--- config.mk ---
export PLATFORM = sky130hd
export DESIGN_NAME = lcg48_random_generator
export DESIGN_NICKNAME = d
export VERILOG_FILES = /design/src/hw/rtl/lcg48_pkg.sv /design/src/hw/rtl/lcg48_step.sv /design/src/hw/rtl/lcg48_lzc.sv /design/src/hw/rtl/lcg48_pack.sv /design/src/hw/rtl/lcg48_random_generator.sv
export SDC_FILE = /design/constraint.sdc
export NUM_CORES = 2
export LEC_CHECK = 0
export ABC_AREA = 1
export BUFFER_PORTS_ARGS = -buffer_cell sky130_fd_sc_hd__buf_2
export CORE_ASPECT_RATIO = 0.75
export CORE_MARGIN = 2
export CORE_UTILIZATION = 57
export DETAILED_ROUTE_END_ITERATION = 16
export GPL_ROUTABILITY_DRIVEN = 1
export PLACE_DENSITY = 0.75
export SYNTH_ARGS = -nofsm -noshare
export SYNTH_HDL_FRONTEND = slang
export SYNTH_SLANG_ARGS = --single-unit
--- constraint.sdc ---
create_clock -name clk -period 10.6 [get_ports clk]
set_clock_uncertainty 0.1 [all_clocks]
set_input_delay 1.06 -clock clk [delete_from_list [all_inputs] [get_ports clk]]
set_output_delay 1.06 -clock clk [all_outputs]
set_load 0.05 [all_outputs]
--- src/hw/rtl/lcg48_pkg.sv ---
// ----------------------------------------------------------------------------
// lcg48_pkg
// Shared types and constants of the 48-bit linear congruential generator.
// ----------------------------------------------------------------------------
package lcg48_pkg;

    localparam int unsigned XW = 48;  // state and multiplier width
    localparam int unsigned HW = 24;  // half width for partial products
    localparam int unsigned AW = 16;  // addend width
    localparam int unsigned SW = 32;  // short seed width
    localparam int unsigned LZW = 6;  // leading zero count width
    localparam int unsigned DW = 64;  // binary64 width
    localparam int unsigned EW = 11;  // binary64 exponent width

    localparam logic [XW-1:0] RESET_STATE = 48'h1234abcd330e;
    localparam logic [XW-1:0] DEF_MUL     = 48'h0005deece66d;
    localparam logic [AW-1:0] DEF_ADD     = 16'h000b;
    localparam logic [AW-1:0] LOW_WORD    = 16'h330e;

    // exponent of x / 2^48 when the top set bit is bit 47
    localparam logic [EW-1:0] EXP_TOP     = 11'd1022;

    typedef enum logic [2:0] {
        OP_NEXT_INT  = 3'd0,
        OP_NEXT_EXT  = 3'd1,
        OP_SEED_SHRT = 3'd2,
        OP_SEED_FULL = 3'd3,
        OP_LOAD      = 3'd4
    } lcg48_op_t;

    // generator registers: state, multiplier, addend
    typedef struct packed {
        logic [XW-1:0] state;
        logic [XW-1:0] mul;
        logic [AW-1:0] add;
    } lcg48_regs_t;

endpackage

--- src/hw/rtl/lcg48_step.sv ---
// ----------------------------------------------------------------------------
// lcg48_step
// One generator step: operation decode, truncated 48-bit multiply-add and
// next register values.
// ----------------------------------------------------------------------------
module lcg48_step
    import lcg48_pkg::*;
(
    input  logic [2:0]    operation,
    input  logic [XW-1:0] given_state,
    input  logic [SW-1:0] seed_word,
    input  logic [XW-1:0] multiplier_in,
    input  logic [AW-1:0] addend_in,
    input  lcg48_regs_t   cur,
    output lcg48_regs_t   nxt,
    output logic [XW-1:0] value
);

    logic [XW-1:0] mul_x;
    logic [XW-1:0] prod_lo;
    logic [XW-1:0] prod_m1;
    logic [XW-1:0] prod_m2;
    logic [HW-1:0] cross_sum;
    logic [XW-1:0] stepped;

    // pick the value to advance
    always_comb
    begin
        if (operation == OP_NEXT_EXT)
        begin
            mul_x = given_state;
        end
        else
        begin
            mul_x = cur.state;
        end
    end

    // a*x mod 2^48 from three 24x24 partial products
    assign prod_lo   = {{HW{1'b0}}, cur.mul[HW-1:0]} * {{HW{1'b0}}, mul_x[HW-1:0]};
    assign prod_m1   = {{HW{1'b0}}, cur.mul[HW-1:0]} * {{HW{1'b0}}, mul_x[XW-1:HW]};
    assign prod_m2   = {{HW{1'b0}}, cur.mul[XW-1:HW]} * {{HW{1'b0}}, mul_x[HW-1:0]};
    assign cross_sum = prod_m1[HW-1:0] + prod_m2[HW-1:0];
    assign stepped   = prod_lo + {cross_sum, {HW{1'b0}}} + {{(XW-AW){1'b0}}, cur.add};

    // next registers and result value
    always_comb
    begin
        nxt   = cur;
        value = '0;
        case (operation)
            OP_NEXT_INT:
            begin
                value     = stepped;
                nxt.state = stepped;
            end
            OP_NEXT_EXT:
            begin
                value = stepped;
            end
            OP_SEED_SHRT:
            begin
                nxt.state = {seed_word, LOW_WORD};
                nxt.mul   = DEF_MUL;
                nxt.add   = DEF_ADD;
            end
            OP_SEED_FULL:
            begin
                nxt.state = given_state;
                nxt.mul   = DEF_MUL;
                nxt.add   = DEF_ADD;
            end
            OP_LOAD:
            begin
                nxt.state = given_state;
                nxt.mul   = multiplier_in;
                nxt.add   = addend_in;
            end
            default:
            begin
                nxt = cur;
            end
        endcase
    end

endmodule

--- src/hw/rtl/lcg48_lzc.sv ---
// ----------------------------------------------------------------------------
// lcg48_lzc
// Leading zero count of a 48-bit value; the count is don't-care for zero.
// ----------------------------------------------------------------------------
module lcg48_lzc
    import lcg48_pkg::*;
(
    input  logic [XW-1:0]  value,
    output logic [LZW-1:0] count
);

    // highest set bit wins
    always_comb
    begin
        count = '0;
        for (int i = 0; i < XW; i++)
        begin
            if (value[i])
            begin
                count = LZW'(XW - 1 - i);
            end
        end
    end

endmodule

--- src/hw/rtl/lcg48_pack.sv ---
// ----------------------------------------------------------------------------
// lcg48_pack
// Normalizes a 48-bit value and packs value / 2^48 as a binary64 pattern.
// ----------------------------------------------------------------------------
module lcg48_pack
    import lcg48_pkg::*;
(
    input  logic [XW-1:0]  value,
    input  logic [LZW-1:0] count,
    output logic [DW-1:0]  double_bits
);

    localparam int unsigned MW = DW - EW - 1;  // mantissa field width

    logic [XW-1:0] norm;
    logic [EW-1:0] expo;

    // shift the leading one up to bit 47 and drop it
    assign norm = value << count;
    assign expo = EXP_TOP - {{(EW-LZW){1'b0}}, count};

    always_comb
    begin
        if (value == '0)
        begin
            double_bits = '0;
        end
        else
        begin
            double_bits = {1'b0, expo, norm[XW-2:0], {(MW-XW+1){1'b0}}};
        end
    end

endmodule

--- src/hw/rtl/lcg48_random_generator.sv ---
// ----------------------------------------------------------------------------
// lcg48_random_generator
// 48-bit linear congruential generator with four output forms.
// ----------------------------------------------------------------------------
// Takes one beat per cycle unless the output stalls, and returns one result
// beat for each. The pipeline has four registered stages: input, step, leading
// zero count, output; out_valid rises as a beat enters the output stage.
// The generator registers are updated as an item leaves the input stage, so
// back-to-back steps of the internal state chain through the step stage's
// truncated 48-bit multiply-add (three 24x24 partial products and an add) in
// one combinational path, which sets the one-item-per-cycle figure.
module lcg48_random_generator
    import lcg48_pkg::*;
(
    input  logic                 clk,
    input  logic                 rst_n,
    input  logic                 in_valid,
    output logic                 in_ready,
    input  logic [2:0]           operation,
    input  logic [XW-1:0]        given_state,
    input  logic [SW-1:0]        seed_word,
    input  logic [XW-1:0]        multiplier_in,
    input  logic [AW-1:0]        addend_in,
    output logic                 out_valid,
    input  logic                 out_ready,
    output logic [XW-1:0]        new_value,
    output logic [XW-1:0]        previous_state,
    output logic [30:0]          unsigned_31,
    output logic signed [31:0]   signed_32,
    output logic [XW-1:0]        fraction_q48,
    output logic [DW-1:0]        double_bits
);

    // stage valid bits
    logic s1_valid_reg;
    logic s2_valid_reg;
    logic s3_valid_reg;
    logic out_valid_reg;

    // stage readiness
    logic out_free;
    logic s3_free;
    logic s2_free;
    logic s1_move;

    // input stage payload
    logic [2:0]    op_reg;
    logic [XW-1:0] given_reg;
    logic [SW-1:0] seed_reg;
    logic [XW-1:0] mul_in_reg;
    logic [AW-1:0] add_in_reg;

    // generator registers
    lcg48_regs_t   gen_reg;
    lcg48_regs_t   gen_next;
    logic [XW-1:0] step_value;

    // later stage payload
    logic [XW-1:0]  s2_value_reg;
    logic [XW-1:0]  s2_prev_reg;
    logic [XW-1:0]  s3_value_reg;
    logic [XW-1:0]  s3_prev_reg;
    logic [LZW-1:0] lz_next;
    logic [LZW-1:0] s3_lz_reg;
    logic [DW-1:0]  dbl_next;
    logic [XW-1:0]  out_value_reg;
    logic [XW-1:0]  out_prev_reg;
    logic [DW-1:0]  out_dbl_reg;

    // ready chain from the output back
    assign out_free = !out_valid_reg || out_ready;
    assign s3_free  = !s3_valid_reg || out_free;
    assign s2_free  = !s2_valid_reg || s3_free;
    assign in_ready = !s1_valid_reg || s2_free;
    assign s1_move  = s1_valid_reg && s2_free;

    lcg48_step u_step (
        .operation     (op_reg),
        .given_state   (given_reg),
        .seed_word     (seed_reg),
        .multiplier_in (mul_in_reg),
        .addend_in     (add_in_reg),
        .cur           (gen_reg),
        .nxt           (gen_next),
        .value         (step_value)
    );

    lcg48_lzc u_lzc (
        .value (s2_value_reg),
        .count (lz_next)
    );

    lcg48_pack u_pack (
        .value       (s3_value_reg),
        .count       (s3_lz_reg),
        .double_bits (dbl_next)
    );

    // valid bits and generator registers
    always_ff @(posedge clk or negedge rst_n)
    begin
        if (!rst_n)
        begin
            s1_valid_reg  <= 1'b0;
            s2_valid_reg  <= 1'b0;
            s3_valid_reg  <= 1'b0;
            out_valid_reg <= 1'b0;
            gen_reg.state <= RESET_STATE;
            gen_reg.mul   <= DEF_MUL;
            gen_reg.add   <= DEF_ADD;
        end
        else
        begin
            if (in_ready)
            begin
                s1_valid_reg <= in_valid;
            end
            if (s2_free)
            begin
                s2_valid_reg <= s1_valid_reg;
            end
            if (s3_free)
            begin
                s3_valid_reg <= s2_valid_reg;
            end
            if (out_free)
            begin
                out_valid_reg <= s3_valid_reg;
            end
            if (s1_move)
            begin
                gen_reg <= gen_next;
            end
        end
    end

    // payload registers
    always_ff @(posedge clk)
    begin
        if (in_ready && in_valid)
        begin
            op_reg     <= operation;
            given_reg  <= given_state;
            seed_reg   <= seed_word;
            mul_in_reg <= multiplier_in;
            add_in_reg <= addend_in;
        end
        if (s1_move)
        begin
            s2_value_reg <= step_value;
            s2_prev_reg  <= gen_reg.state;
        end
        if (s3_free && s2_valid_reg)
        begin
            s3_value_reg <= s2_value_reg;
            s3_prev_reg  <= s2_prev_reg;
            s3_lz_reg    <= lz_next;
        end
        if (out_free && s3_valid_reg)
        begin
            out_value_reg <= s3_value_reg;
            out_prev_reg  <= s3_prev_reg;
            out_dbl_reg   <= dbl_next;
        end
    end

    // result beat
    assign out_valid      = out_valid_reg;
    assign new_value      = out_value_reg;
    assign previous_state = out_prev_reg;
    assign unsigned_31    = out_value_reg[XW-1:17];
    assign signed_32      = signed'(out_value_reg[XW-1:16]);
    assign fraction_q48   = out_value_reg;
    assign double_bits    = out_dbl_reg;

    // zero maps to zero and only zero
    a_zero_map: assert property (@(posedge clk) disable iff (!rst_n)
        out_valid |-> ((new_value == '0) == (double_bits == '0)))
        else $error("double pattern disagrees with zero value");

    // exponent range of a nonzero fraction
    a_exp_range: assert property (@(posedge clk) disable iff (!rst_n)
        (out_valid && new_value != '0) |->
            (double_bits[62:52] >= 11'd975 && double_bits[62:52] <= EXP_TOP
             && !double_bits[63]))
        else $error("double exponent out of range");

    // generator registers change only as an item leaves the input stage
    a_gen_hold: assert property (@(posedge clk) disable iff (!rst_n)
        !s1_move |=> $stable(gen_reg))
        else $error("generator registers changed without an item");

endmodule
==> impl_metrics.yaml <==
sta:
  finalHoldViolCount: 0
  worst_slack_ns: -0.0407
  min_period_ns: 10.64
  fin_crit_sh_pct: 100
  max_slew_margin_pct: 16.9
  rsz0062_at_grt: "true"
  setup_viol: 1
  timing.fmax_mhz: 94.0
  maxSlewViolCount: 0
  tightest_slew_ns: 1.23
floorplan:
  die_x_um: 383
  pin_count: 424
  rows: 104
  die-area_um2: 110000
  start_util_pct: 57.3
  coreArea_um2: 107000
  die_h_um: 288
setup_path:
  cp_common_cell: "fa_1"
  cp_data_required_time_ns: 10.91
  path_max_fanout: 12
  crit_type: "reg -> reg"
  crit_path_top_delay_cell: "fa_2"
  cp_data_arrival_time_ns: 10.95
  crit_path_end_kind: "flip-flop"
  slowest_delay_ns: 0.68
  cp-start-kind: "flip-flop"
clocking:
  clk_path_buf_depth: 3
  cts_hold_buf: 0
  clock-sinks: 612
  path_clk_slew_ns: 0.07
  insertion_delay_ns: 0.71
  htreeDepth: 2
  cts_tree: "built"
  cts_buffers: 61
  root_buffer: "clkbuf_16"
global_route:
  antenna_found_initial: 32
  grt.overflow.total: 0
  met1_usage_pct: 55.0
  busiest_layer: "met2"
  use_met2_pct: 55.2
  grt_pass1_vias: 48000
  grt_max_degree: 75
  use_met3_pct: 17.3
  track_usage_pct: 39.9
  grt_first_pass_wirelength_um: 317000
layout:
  final_cell_mix: "1386 x inv_1, 1044 x nand2_1, 959 x fa_1"
  areaGrowthSynthToFinish_pct: 13.4
  drive_above_1_share_pct: 17.0
  layout.cells.most_common: "inv_1"
  final_net_count: 8350
  largest_reg_flops: 112
placement:
  dpl_worst_slack_ns: -0.280
  dp_hpwl_um: 173000
  finalWeightedCongestion: 1.10
  portBuffers: 416
logic_synthesis:
  netlist_instances: 6396
  synth_cell_types: 57
  syn_area_per_cell_um2: 9.60
  seq_area_frac_synth_pct: 29.1
  netlist_area_um2: 61400
  ys.flop_type: "edfxtp_1"
  synthArstFlopShare_pct: 19.0
  ys_ff_latch: 612
  ys_warn_count: 0
  synth_edf_count: 496
route:
  drc_errors: 0
  wire_per_inst_um: 26.0
  dr.first_iter.drc_count: 6030
  via_count: 48200
  wl_um: 218000
  via_per_inst: 5.76
  drt-pass1-iter-count: 8
  antenna_left: 0
min_path:
  hold_class: "reg -> reg"
job:
  max-cap-violations: 0
run_status:
  violations: "negative setup slack"
  status: "complete, but fails checks"
what timing repair did:
action | 4_1_cts | 5_1_grt
gates cloned | 6 | 1
pin swaps | 39 | 75
setup buffers | 28 | 27
gates resized for setup | 55 | 142
endpoints found under the setup margin | 3 | 22
logic make-up (layout without fill, tap and decap cells):
logic type / count (synthesis) / count (layout) / synth area share (%)
adder cells (fa/ha/maj): 1323 / 1323 / 39.0
AO/OA/AOI/OAI: 514 / 514 / 5.11
buffers and inverters: 1838 / 2364 / 12.0
multiplexers: 23 / 23 / 0.375
XOR/XNOR: 157 / 157 / 2.24
AND/OR/NAND/NOR: 1928 / 1929 / 12.2
flip-flops: 612 / 612 / 29.1
other: 1 / 22 / 0.00611
through the flow:
step                instance area [um2]  util, %  hold WS (ns)  cells  TNS [ns]
floorplan                         61400        -         0.300   6402         0
global placement                  66200     61.8         0.301   8186    -0.385
CTS                               68900     64.3         0.307   8336         0
global route                      69600     65.0         0.313   8364     -1.10
detailed placement                66200     61.8         0.305   8186    -0.465
finish                            69600     65.0         0.300   8375   -0.0407
final cells by class:
| type | count | area (um2) |
|---|---|---|
| well taps | 1431 | 1790 |
| fillers | 8452 | 37500 |
| clock buffers | 84 | 1680 |
| repair buffers | 808 | 5610 |
| inverters | 1440 | 5440 |
| multi-input cells | 3953 | 36900 |
| diodes | 15 | 37.5 |
| flip-flops and latches | 612 | 17900 |
| clock inverters | 32 | 332 |
cells in the mapped netlist, types with 14 or more instances:
| cell | number | share of area, % |
|---|---|---|
| nand2_1 | 1060 | 6.5 |
| clkinv_1 | 16 | 0.098 |
| buf_4 | 121 | 1.5 |
| inv_1 | 1414 | 8.6 |
| nand3_1 | 57 | 0.46 |
| a21oi_1 | 128 | 1.0 |
| xor2_1 | 87 | 1.2 |
| a221oi_1 | 33 | 0.47 |
| dfstp_2 | 48 | 2.1 |
| nor3_1 | 14 | 0.11 |
| o21ai_2 | 19 | 0.27 |
| nor2_1 | 741 | 4.5 |
| o21ai_1 | 29 | 0.24 |
| mux2i_1 | 23 | 0.38 |
| edfxtp_1 | 496 | 24 |
| clkbuf_1 | 259 | 1.6 |
| or2_2 | 30 | 0.31 |
| a31oi_1 | 15 | 0.15 |
| ha_1 | 340 | 6.9 |
| xnor2_1 | 70 | 1.0 |
| a22oi_1 | 44 | 0.54 |
| fa_1 | 983 | 32 |
| o21ai_0 | 174 | 1.4 |
| dfrtp_1 | 68 | 2.8 |
worst paths after layout:
| check | startpoint | to | slack, ns | cells after the start |
|---|---|---|---|---|
| worst min-delay path | gen_reg[84]$_DFFE_PN0P_ | s2_prev_reg[20]$_DFFE_PP_ | 0.30 | 0 |
| worst max register to register | op_reg[2]$_DFFE_PP_ | s2_value_reg[47]$_SDFFCE_PN0P_ | -0.04 | 43 |
| worst min register to register | gen_reg[84]$_DFFE_PN0P_ | s2_prev_reg[20]$_DFFE_PP_ | 0.30 | 0 |
| min in group asynchronous | rst_n | gen_reg[71]$_DFFE_PN0P_ | 0.36 | 1 |
| max in group asynchronous | rst_n | gen_reg[24]$_DFFE_PN0P_ | 8.68 | 2 |
| worst max-delay path | op_reg[2]$_DFFE_PP_ | s2_value_reg[47]$_SDFFCE_PN0P_ | -0.04 | 43 |
worst max-delay path: cells and delay by family, from the launching register on:
| family | cells | cell delay (ns) |
|---|---|---|
| xor+xnor | 7 | 1.23 |
| flops | 1 | 0.45 |
| buf+inv | 10 | 1.24 |
| fa+ha+maj | 12 | 5.65 |
| simple gates | 9 | 0.89 |
| compound gates | 5 | 0.78 |
layer usage:
| layer | share of wire (%) | up-vias |
|---|---|---|
| met2 | 41 | 3426 |
| met5 | 0.098 | - |
| met1 | 38 | 24000 |
| li1 | - | 20100 |
| met4 | 5.4 | 30 |
| met3 | 16 | 612 |
Power is not shown: default switching activity piles up to over one toggle a cycle in this logic, so the estimate is an artifact.
